$ cat src/sv/spcp_pkg.sv
// Shared constants, types and status codes of the serial PWM command parser.
package spcp_pkg;

  localparam int LineLength = 64;
  localparam int ValueBits  = 16;
  localparam int CountW     = $clog2(LineLength);
  localparam int StatusW    = 3;

  localparam logic [7:0] ChCr    = 8'h0d;
  localparam logic [7:0] ChLf    = 8'h0a;
  localparam logic [7:0] ChSemi  = 8'h3b;
  localparam logic [7:0] ChSpace = 8'h20;
  localparam logic [7:0] ChZero  = 8'h30;
  localparam logic [7:0] ChNine  = 8'h39;
  localparam logic [7:0] ChP     = 8'h70;
  localparam logic [7:0] ChW     = 8'h77;
  localparam logic [7:0] ChM     = 8'h6d;
  localparam logic [7:0] ChF     = 8'h66;
  localparam logic [7:0] ChR     = 8'h72;
  localparam logic [7:0] ChE     = 8'h65;
  localparam logic [7:0] ChQ     = 8'h71;

  typedef enum logic [StatusW-1:0] {
    StPwmSet   = 3'd0,
    StFreqSet  = 3'd1,
    StBadPwm   = 3'd2,
    StBadFreq  = 3'd3,
    StUnknown  = 3'd4,
    StOverflow = 3'd5
  } status_e;

  typedef struct packed {
    logic                 valid;
    status_e              status;
    logic [ValueBits-1:0] number;
  } result_t;

endpackage

$ cat src/sv/spcp_if.sv
// Valid/ready channel interfaces for received characters and parse results.
interface spcp_in_if;
  logic       valid;
  logic       ready;
  logic [7:0] ch;

  modport source (output valid, output ch, input ready);
  modport sink (input valid, input ch, output ready);
endinterface

interface spcp_out_if;
  logic                          valid;
  logic                          ready;
  logic [spcp_pkg::StatusW-1:0]  status;
  logic [spcp_pkg::ValueBits-1:0] number;

  modport source (output valid, output status, output number, input ready);
  modport sink (input valid, input status, input number, output ready);
endinterface

$ cat src/sv/spcp_parse.sv
// Per-character command parser: line state registers and result decode.
module spcp_parse (
  input  logic              clk_i,
  input  logic              rst_ni,
  input  logic              valid_i,
  input  logic [7:0]        ch_i,
  output spcp_pkg::result_t res_o
);

  localparam logic [1:0] PhLead    = 2'd0;
  localparam logic [1:0] PhPrefix  = 2'd1;
  localparam logic [1:0] PhDigits  = 2'd2;
  localparam logic [1:0] PhUnknown = 2'd3;

  localparam logic [1:0] KindNone = 2'd0;
  localparam logic [1:0] KindPwm  = 2'd1;
  localparam logic [1:0] KindFreq = 2'd2;

  localparam int AccW = spcp_pkg::ValueBits;
  localparam int WideW = AccW + 4;

  function automatic logic [7:0] want_char(logic [1:0] kind, logic [2:0] pos);
    logic [7:0] c;
    if (kind == KindPwm) begin
      case (pos[1:0])
        2'd0:    c = spcp_pkg::ChP;
        2'd1:    c = spcp_pkg::ChW;
        default: c = spcp_pkg::ChM;
      endcase
    end else begin
      case (pos[1:0])
        2'd0:    c = spcp_pkg::ChF;
        2'd1:    c = spcp_pkg::ChR;
        2'd2:    c = spcp_pkg::ChE;
        default: c = spcp_pkg::ChQ;
      endcase
    end
    return c;
  endfunction

  logic [spcp_pkg::CountW-1:0] count_q, count_d;
  logic [1:0]                  phase_q, phase_d;
  logic [2:0]                  pos_q, pos_d;
  logic [1:0]                  kind_q, kind_d;
  logic [AccW-1:0]             acc_q, acc_d;
  logic                        bad_q, bad_d;

  logic [2:0]       prefix_len;
  logic             is_digit;
  logic [WideW-1:0] wide;

  assign prefix_len = (kind_q == KindPwm) ? 3'd3 : 3'd4;
  assign is_digit   = (ch_i >= spcp_pkg::ChZero) && (ch_i <= spcp_pkg::ChNine);
  assign wide       = ({4'b0, acc_q} << 3) + ({4'b0, acc_q} << 1)
                    + WideW'(ch_i - spcp_pkg::ChZero);

  always_comb begin
    count_d = count_q;
    phase_d = phase_q;
    pos_d   = pos_q;
    kind_d  = kind_q;
    acc_d   = acc_q;
    bad_d   = bad_q;
    res_o.valid  = 1'b0;
    res_o.status = spcp_pkg::StUnknown;
    res_o.number = '0;

    if (valid_i && ch_i != spcp_pkg::ChCr && ch_i != spcp_pkg::ChLf) begin
      if (ch_i == spcp_pkg::ChSemi) begin
        res_o.valid = 1'b1;
        if (phase_q == PhDigits && kind_q == KindPwm) begin
          res_o.status = bad_q ? spcp_pkg::StBadPwm : spcp_pkg::StPwmSet;
          res_o.number = bad_q ? '0 : acc_q;
        end else if (phase_q == PhDigits && kind_q == KindFreq) begin
          res_o.status = bad_q ? spcp_pkg::StBadFreq : spcp_pkg::StFreqSet;
          res_o.number = bad_q ? '0 : acc_q;
        end
        count_d = '0;
        phase_d = PhLead;
        pos_d   = '0;
        kind_d  = KindNone;
        acc_d   = '0;
        bad_d   = 1'b0;
      end else begin
        unique case (phase_q)
          PhLead: begin
            if (ch_i == spcp_pkg::ChP) begin
              kind_d  = KindPwm;
              pos_d   = 3'd1;
              phase_d = PhPrefix;
            end else if (ch_i == spcp_pkg::ChF) begin
              kind_d  = KindFreq;
              pos_d   = 3'd1;
              phase_d = PhPrefix;
            end else if (ch_i != spcp_pkg::ChSpace) begin
              phase_d = PhUnknown;
            end
          end
          PhPrefix: begin
            if (pos_q < prefix_len && ch_i == want_char(kind_q, pos_q)) begin
              pos_d = pos_q + 3'd1;
              if (pos_d == prefix_len) begin
                phase_d = PhDigits;
              end
            end else begin
              phase_d = PhUnknown;
            end
          end
          PhDigits: begin
            if (is_digit) begin
              if (!bad_q) begin
                if (|wide[WideW-1:AccW]) begin
                  acc_d = '1;
                  bad_d = 1'b1;
                end else begin
                  acc_d = wide[AccW-1:0];
                end
              end
            end else begin
              bad_d = 1'b1;
            end
          end
          default: begin
          end
        endcase

        count_d = count_q + 1'b1;
        if (count_q == spcp_pkg::CountW'(spcp_pkg::LineLength - 1)) begin
          res_o.valid  = 1'b1;
          res_o.status = spcp_pkg::StOverflow;
          count_d = '0;
          phase_d = PhLead;
          pos_d   = '0;
          kind_d  = KindNone;
          acc_d   = '0;
          bad_d   = 1'b0;
        end
      end
    end
  end

  always_ff @(posedge clk_i or negedge rst_ni) begin
    if (!rst_ni) begin
      count_q <= '0;
      phase_q <= PhLead;
      pos_q   <= '0;
      kind_q  <= KindNone;
      acc_q   <= '0;
      bad_q   <= 1'b0;
    end else begin
      count_q <= count_d;
      phase_q <= phase_d;
      pos_q   <= pos_d;
      kind_q  <= kind_d;
      acc_q   <= acc_d;
      bad_q   <= bad_d;
    end
  end

  a_digits_kind: assert property (@(posedge clk_i) disable iff (!rst_ni)
    phase_q == PhDigits |-> kind_q != KindNone)
    else $error("digit phase without a command kind");

  a_semi_result: assert property (@(posedge clk_i) disable iff (!rst_ni)
    (valid_i && ch_i == spcp_pkg::ChSemi) |-> res_o.valid)
    else $error("terminator gave no result");

  a_result_clears: assert property (@(posedge clk_i) disable iff (!rst_ni)
    res_o.valid |=> (count_q == '0 && phase_q == PhLead && !bad_q))
    else $error("line state not cleared after result");

endmodule

$ cat src/sv/serial_pwm_command_parser.sv
// The result of the beat that ends a line is registered in the output buffer.
// Throughput: one character beat per cycle while results are taken.
// A two-entry output buffer lets characters keep flowing while one result waits.
// Ready drops only when both output entries hold results.
// Reset: parser returns to the leading-space phase, empty line, output buffer empty.
module serial_pwm_command_parser (
  input  logic        clk_i,
  input  logic        rst_ni,
  spcp_in_if.sink     cmd_i,
  spcp_out_if.source  res_o
);

  spcp_pkg::result_t res;
  spcp_pkg::result_t head_q, head_d, skid_q, skid_d;
  logic              head_valid_q, head_valid_d, skid_valid_q, skid_valid_d;
  logic              accept, push, pop;

  assign cmd_i.ready = !skid_valid_q;
  assign accept      = cmd_i.valid && cmd_i.ready;
  assign push        = res.valid;
  assign pop         = head_valid_q && res_o.ready;

  spcp_parse u_parse (
    .clk_i   (clk_i),
    .rst_ni  (rst_ni),
    .valid_i (accept),
    .ch_i    (cmd_i.ch),
    .res_o   (res)
  );

  always_comb begin
    head_d       = head_q;
    skid_d       = skid_q;
    head_valid_d = head_valid_q;
    skid_valid_d = skid_valid_q;
    if (!head_valid_q) begin
      head_d       = res;
      head_valid_d = push;
    end else if (pop) begin
      if (skid_valid_q) begin
        head_d       = skid_q;
        skid_d       = res;
        skid_valid_d = push;
      end else begin
        head_d       = res;
        head_valid_d = push;
      end
    end else if (push) begin
      skid_d       = res;
      skid_valid_d = 1'b1;
    end
  end

  always_ff @(posedge clk_i or negedge rst_ni) begin
    if (!rst_ni) begin
      head_valid_q <= 1'b0;
      skid_valid_q <= 1'b0;
    end else begin
      head_valid_q <= head_valid_d;
      skid_valid_q <= skid_valid_d;
    end
  end

  always_ff @(posedge clk_i) begin
    head_q <= head_d;
    skid_q <= skid_d;
  end

  assign res_o.valid  = head_valid_q;
  assign res_o.status = head_q.status;
  assign res_o.number = head_q.number;

  a_skid_order: assert property (@(posedge clk_i) disable iff (!rst_ni)
    skid_valid_q |-> head_valid_q)
    else $error("skid entry held with empty head");

  a_number_zero: assert property (@(posedge clk_i) disable iff (!rst_ni)
    (head_valid_q && head_q.status != spcp_pkg::StPwmSet
     && head_q.status != spcp_pkg::StFreqSet) |-> head_q.number == '0)
    else $error("nonzero number on a failure status");

  a_semi_out: assert property (@(posedge clk_i) disable iff (!rst_ni)
    (accept && cmd_i.ch == spcp_pkg::ChSemi) |=> head_valid_q)
    else $error("terminator beat lost");

endmodule

$ cat src/flat_wrapper.sv
// flat-port wrapper written by rule: the top's interface ports become plain ports
module serial_pwm_command_parser_flat 
  (clk_i, rst_ni, cmd_i_valid, cmd_i_ch, cmd_i_ready, res_o_valid, res_o_status, res_o_number, res_o_ready);
  spcp_in_if cmd_i_i ();
  spcp_out_if res_o_i ();
  input  logic clk_i;
  input  logic rst_ni;
  input wire logic [$bits(cmd_i_i.valid)-1:0] cmd_i_valid;
  input wire logic [$bits(cmd_i_i.ch)-1:0] cmd_i_ch;
  output wire logic [$bits(cmd_i_i.ready)-1:0] cmd_i_ready;
  output wire logic [$bits(res_o_i.valid)-1:0] res_o_valid;
  output wire logic [$bits(res_o_i.status)-1:0] res_o_status;
  output wire logic [$bits(res_o_i.number)-1:0] res_o_number;
  input wire logic [$bits(res_o_i.ready)-1:0] res_o_ready;
  assign cmd_i_i.valid = cmd_i_valid;
  assign cmd_i_i.ch = cmd_i_ch;
  assign cmd_i_ready = cmd_i_i.ready;
  assign res_o_valid = res_o_i.valid;
  assign res_o_status = res_o_i.status;
  assign res_o_number = res_o_i.number;
  assign res_o_i.ready = res_o_ready;
  serial_pwm_command_parser u_core (.clk_i(clk_i), .rst_ni(rst_ni), .cmd_i(cmd_i_i), .res_o(res_o_i));
endmodule
$ cat config.mk
export PLATFORM = sky130hd
export DESIGN_NAME = serial_pwm_command_parser_flat
export DESIGN_NICKNAME = d
export VERILOG_FILES = /design/src/sv/spcp_pkg.sv /design/src/sv/spcp_if.sv /design/src/sv/spcp_parse.sv /design/src/sv/serial_pwm_command_parser.sv /design/src/flat_wrapper.sv
export SDC_FILE = /design/constraint.sdc
export NUM_CORES = 1
export LEC_CHECK = 0
export BUFFER_PORTS_ARGS = -buffer_cell sky130_fd_sc_hd__clkbuf_2
export CAP_MARGIN = 0
export CELL_PAD_IN_SITES_DETAIL_PLACEMENT = 0
export CELL_PAD_IN_SITES_GLOBAL_PLACEMENT = 1
export CORE_ASPECT_RATIO = 1.5
export CORE_MARGIN = 2
export CORE_UTILIZATION = 49
export CTS_BUF_LIST = sky130_fd_sc_hd__clkbuf_16
export DETAILED_ROUTE_END_ITERATION = 10
export PLACE_DENSITY_LB_ADDON = 0.1
export SLEW_MARGIN = 0
export SYNTH_ARGS = -nofsm -noshare
export SYNTH_HDL_FRONTEND = slang
export SYNTH_SLANG_ARGS = --single-unit
$ cat constraint.sdc
create_clock -name clk_i -period 4.4 [get_ports clk_i]
set_input_delay 0.44 -clock clk_i [delete_from_list [all_inputs] [get_ports clk_i]]
set_output_delay 0.44 -clock clk_i [all_outputs]
set_load 0.05 [all_outputs]
* Word level (Yosys, flattened, before mapping)
Index checks and enable logic that the tools add are counted.
** Cells by class
- Reduce and logical (&&, ||, !) cells :: 25
- $add $sub $neg :: 5
- Multiplexer cells :: 61
- Eq/ne operators :: 22
- Order comparisons :: 3
** Operators by type and width (count)
- $mux W16 :: 8
- $mux W19 :: 5
- $mux W20 :: 4
- $mux W8 :: 4
- $mux W2 :: 14
- $add A19 B17 Y20 :: 1
- $add A20 B20 Y20 :: 1
- $mux W3 :: 6
- $eq A8 B7 Y1 const B :: 2
- $ne A8 B4 Y1 const B :: 2
- $pmux W5 S3 :: 1
- $mux W1 :: 12
- $mux W6 :: 2
- $reduce_and A4 Y1 :: 3
- $ne A5 B5 Y1 const B :: 2
- $pmux W5 S2 :: 1
- $reduce_bool A3 Y1 :: 3
- $sub A8 B6 Y9 const B :: 1
- $eq A8 B6 Y1 const B :: 1
- $eq A8 B8 Y1 :: 1
- $ge A8 B6 Y1 const B :: 1
- $le A8 B6 Y1 const B :: 1
- $logic_and A1 B1 Y1 :: 8
- $mux W4 :: 2
- 22 further kinds :: 30
** Storage, ports and cells
- Word-level logic and storage cells :: 128
- Bits in registers :: 70

* Logic depth before layout (Yosys ltp)
- Word-level depth :: 12
- Gate-level depth with buffers :: 13

* Hierarchy
Synthesis repeated with hierarchy kept, for this count alone.
** Unflattened totals
- Cells, all modules :: 432
- Area, all modules :: 4754.6 µm²
** Modules (own cells, without submodules)
- spcp_parse :: times used 1, area each 3223.1 µm², cells an instance 361
- serial_pwm_command_parser :: times used 1, area each 1531.5 µm², cells an instance 71

* Worst setup path after synthesis
Ideal clock, no wire load.
- Kind :: input to register
- Start :: in cmd_i_ch[4]
- End :: reg u_core.u_parse.acc_q[0]
- Stages on the path :: 13
- Setup slack :: 0.394 ns
- Setup time :: 0.143 ns
- Data arrival time :: 3.864 ns
- Data required time :: 4.257 ns
- Buffers on the path :: 1
- Cells stage by stage :: ha_1 -> or3_1 -> inv_1 -> fa_1 -> ha_1 -> a211o_1 -> a21oi_1 -> o221ai_1 -> a32oi_1 -> or3b_4 -> nor3_4 -> buf_6 -> a31oi_2
** Between the ends
- Cells in the longest elaborated chain, start to end :: 9
- Elaborated cells on any way between the ends :: 21
- Those cells by class :: add/sub: 2; order compare: 2; eq/ne: 4; mux: 6; reduce/logical: 7
** Ends and longest elaborated chain
- from (decl) :: RTL line flat_wrapper.sv:9 : input wire logic [$bits(cmd_i_i.ch)-1:0] cmd_i_ch;
- $sub A8 B6 Y9 :: RTL line spcp_parse.sv:55 : + WideW'(ch_i - spcp_pkg::ChZero);
- $add A20 B20 Y20 :: RTL line spcp_parse.sv:55
- $reduce_or A4 Y1 :: RTL line spcp_parse.sv:112 : if (|wide[WideW-1:AccW]) begin
- $mux W16 :: RTL line spcp_parse.sv:112
- $mux W16 :: RTL line spcp_parse.sv:111 : if (!bad_q) begin
- $mux W16 :: RTL line spcp_parse.sv:110 : if (is_digit) begin
- $mux W16 :: RTL line spcp_parse.sv:85 : unique case (phase_q)
- $mux W16 :: RTL line spcp_parse.sv:128 : if (count_q == spcp_pkg::CountW'(spcp_pkg::LineLength - 1)) begin
- $mux W16 :: RTL line spcp_parse.sv:69 : if (ch_i == spcp_pkg::ChSemi) begin
- to (signal assigned) :: RTL line spcp_parse.sv:148 : acc_q <= '0;
- to (signal assigned) :: RTL line spcp_parse.sv:155 : acc_q <= acc_d;
- to (decl) :: RTL line spcp_parse.sv:45 : logic [AccW-1:0] acc_q, acc_d;
Parallel ways exist; a longest one is shown, timed or not. The select of a mux whose other input is x is not followed.
A chain may end at the register's enable or synchronous reset.

* Final worst setup path
- Start :: in cmd_i_ch[4]
- End :: reg u_core.u_parse.acc_q[14]
The elaborated chain is that of the path after synthesis.

==> key figures <==
Worst hold path
  • Hold Path Class: in -> async

Synth
  • Yosys reg bits: 70
  • Synth Flop Type: edfxtp_1
  • Cells after synthesis: approximately 480
  • Syn Nets: approximately 540
  • Ys async rst share: 0.4571
  • Synthesized area: about 0.0049 mm2
  • EDFF count, synth: 38
  • Cell variety after synth: 65
  • Yosys warns: 0
  • Post-synthesis sequential area ratio: 0.3991
  • Avg Inst Size Synth: just over 10 um2

Timing
  • Finish-stage setup viols: 0
  • Worst slew margin: 0.3642
  • Final Hold Viols: 0
  • Final Skew: 4.496 ps
  • Period utilisation layout: 0.9099
  • Fmax: around 0.25 GHz
  • Unrepaired setup endpoints after global routing: false
  • Worst-Margin Slew: around 950 ps
  • Final TNS setup: 0 ps
  • Fin crit period: roughly 4000 ps
  • Slew Viols, Final: 0

Clock tree
  • Cts bufs inserted: 9
  • CTS clk-pin slew, worst paths: roughly 50 ps
  • Hold-fix buffers, CTS: 0
  • CTS tree: done
  • PostCTS Resize Cnt: 0
  • Worst-Skew Late Latency: around 330 ps
  • H-Tree Level Count: 3
  • Post CTS Setup Buffer Count: 0
  • CTS sink cnt: 70
  • Clock buffer depth: 2
  • CTS root buf: clkbuf_16

Die
  • I/O pin count: 33
  • Initial core utilization: 0.5022
  • Die Y: roughly 130 um
  • Rows: 44
  • Die Width: roughly 85 um
  • Core area: approximately 0.0097 mm2
  • Total die area: around 0.011 mm2

Power and ir drop
  • Power per cell area: between 500 and 600 mW/mm2
  • Leakage: ~2.6 nW
  • Clock share of power: 0.240
  • Flop pwr share: 0.304
  • Int Power: 1.860 mW
  • Psw: 1.219 mW
  • VDD IR max: 0.3808 mV
  • Pwr Total: 3.079 mW
  • Switching share of power: 0.3959
  • Comb pwr share: 0.456

Setup path
  • Crit path DAT: between 4000 and 5000 ps
  • Crit path cell chain: clkbuf_2 -> ha_1 -> or3_1 -> inv_1 -> buf_4 -> fa_1 -> ha_1 -> a21oi_1 -> o21ai_1 -> a32oi_1 -> or3b_4 -> nor3_4 -> buf_12 -> a41oi_1
  • R2R depth: 12
  • Critical setup path kind: in -> reg
  • Most used cell, CP: ha_1
  • Crit path max fanout: 16
  • Worst Setup End Kind: flop
  • Worst setup SP type: primary input
  • WP data required: roughly 4600 ps
  • Crit-path max cell delay: between 400 and 500 ps
  • Slowest stage cell, crit path: or3_1

Global route
  • Number of global-route vias before repair: 3836
  • Total gr overflow: 0
  • Initial antenna violation count: 0
  • Gr usage total: 0.2253
  • Global-route wire length before repair: 19110 um
  • Largest net degree at the start of global routing: 33

Route
  • Initial DRC count: ~150
  • DRT Wirelength: between 10000 and 15000 um
  • Vias: between 3000 and 4000
  • DR vias/cell: around 6
  • First-pass iteration count of the detailed router: 5
  • Detail Route Antenna Nets: 0
  • Avg WL per Cell: about 18 um
  • # DRC: 0

Run status
  • Status: finished clean

Place
  • HPWL Detailed: a little under 9000 um
  • Routability cong.: between 0.8 and 0.9
  • IO buf count: 32

Finish
  • ANT cells: 0
  • Commonest non-fill, non-tap cell in the layout: a21oi_1
  • Area of the multi-input gates: ~0.0027 mm2
  • Area grow syn2layout: 12.63%
  • Most frequent cells in the layout: 45 x a21oi_1, 38 x edfxtp_1, 34 x inv_1
  • Share of cells above drive strength 1: 0.1451
  • Nets: around 570
  • Sequential standard cell area: slightly below 0.002 mm2
  • Fill count: ~890

Run
  • Maxcap violations: 0
final timing paths:
kind / slack [ps] / end / from
setup reg to reg: 930 / u_core.u_parse.acc_q[14]$_DFFE_PN0P_ / u_core.u_parse.acc_q[2]$_DFFE_PN0P_
setup / recovery: 400 / u_core.u_parse.acc_q[14]$_DFFE_PN0P_ / cmd_i_ch[4]
hold reg to reg: 490 / u_core.u_parse.count_q[1]$_DFFE_PN0P_ / u_core.u_parse.count_q[1]$_DFFE_PN0P_
max in group asynchronous: 3660 / u_core.u_parse.acc_q[3]$_DFFE_PN0P_ / rst_ni
min in group clk_i: 330 / u_core.skid_valid_q$_DFFE_PN0P_ / res_o_ready
hold / removal: 200 / u_core.u_parse.pos_q[1]$_DFFE_PN0P_ / rst_ni
routing by layer:
metal,vias to the layer above,share of wire,track usage
li1,1832,-,-
met1,1822,0.41,0.2576
met2,73,0.54,0.4131
met3,17,0.027,0.03539
met4,0,0.028,0.08777
met5,-,0,0
power groups by stage:
stage | Combinational, mW | Clock [mW] | Sequential [mW]
2_1_floorplan | 1.09 | 0 | 0.896
3_3_place_gp | 1.38 | 0 | 0.951
3_5_place_dp | 1.41 | 0 | 0.951
4_1_cts | 1.42 | 0.754 | 0.940
5_1_grt | 1.58 | 0.783 | 0.959
6_report | 1.40 | 0.739 | 0.936
cell usage after synthesis, drive strengths merged, types with 2 or more instances:
library cell   n  area share
a211oi         5      0.0077
xor2           8       0.016
nor4           3      0.0039
nor2b         10       0.013
nand3         10       0.010
a41oi          7       0.013
o21bai         2      0.0031
nand2         32       0.025
a211o          2      0.0036
mux2           2      0.0046
ha            32       0.082
o221ai         2      0.0036
fa            15       0.062
o21a           5      0.0077
and2          13       0.017
nor3          14       0.017
or3b           2      0.0041
buf            7      0.0095
xnor2         11       0.020
a21o          24       0.037
a21oi         46       0.048
mux2i          4      0.0082
a31o           2      0.0036
a31oi         16       0.035
nand2b         5      0.0064
o2bb2ai        2      0.0036
dfrtp         32        0.16
o211ai         2      0.0031
inv           32       0.025
nor2          24       0.019
o21ai         28       0.029
clkbuf         9      0.0069
and3           4      0.0051
edfxtp        38        0.23
or3            2      0.0026
nand4          5      0.0077
a22oi          2      0.0031
logic make-up (layout without fill, tap and decap cells):
group	Yosys count	after routing	synth area share
AO/OA/AOI/OAI	156	156	0.2240
XOR/XNOR	19	19	0.03574
buffers and inverters	48	87	0.04114
multiplexers	6	6	0.01286
AND/OR/NAND/NOR	132	132	0.1432
adder cells (fa/ha/maj)	47	47	0.1440
flip-flops	70	70	0.3991
worst max-delay path: cells and delay by family:
| kind | cells | cell delay, ps |
|---|---|---|
| AO/OA/AOI/OAI | 4 | 920 |
| buffers and inverters | 4 | 770 |
| adder cells (fa/ha/maj) | 3 | 1020 |
| AND/OR/NAND/NOR | 3 | 1040 |
registers in the layout (all words and copies together), names as in the netlist:
| signal | cells |
|---|---|
| u_core.skid_q | 19 |
| u_core.res_o.number | 16 |
| u_core.u_parse.acc_q | 16 |
| u_core.u_parse.count_q | 6 |
| u_core.res_o.status | 3 |
| u_core.u_parse.pos_q | 3 |
| u_core.u_parse.kind_q | 2 |
| u_core.u_parse.phase_q | 2 |
| u_core.res_o.valid | 1 |
| u_core.skid_valid_q | 1 |
| u_core.u_parse.bad_q | 1 |
final cells by class:
class | count | share of cell area
multi-input cells | 360 | 0.4970
repair buffers | 40 | 0.04475
flip-flops and latches | 70 | 0.3543
well taps | 115 | 0.02626
clock buffers | 9 | 0.04110
inverters | 32 | 0.02192
clock inverters | 6 | 0.01461
stage by stage:
stage / hold WS, ps / util / instances / setup WS, ps / instance area [um2]
3_5_place_dp: 482.9 / 0.5341 / 617 / 86.62 / 5175
3_3_place_gp: 474.2 / 0.5341 / 617 / 190.4 / 5175
6_report: 204.9 / 0.5656 / 632 / 396.6 / 5480
5_1_grt: 270.3 / 0.5656 / 632 / 207.7 / 5480
2_1_floorplan: 144.4 / - / 478 / 393.7 / 4866
4_1_cts: 226.3 / 0.5656 / 632 / 441.5 / 5480
No activity file was read; power rests on OpenSTA's default activity.
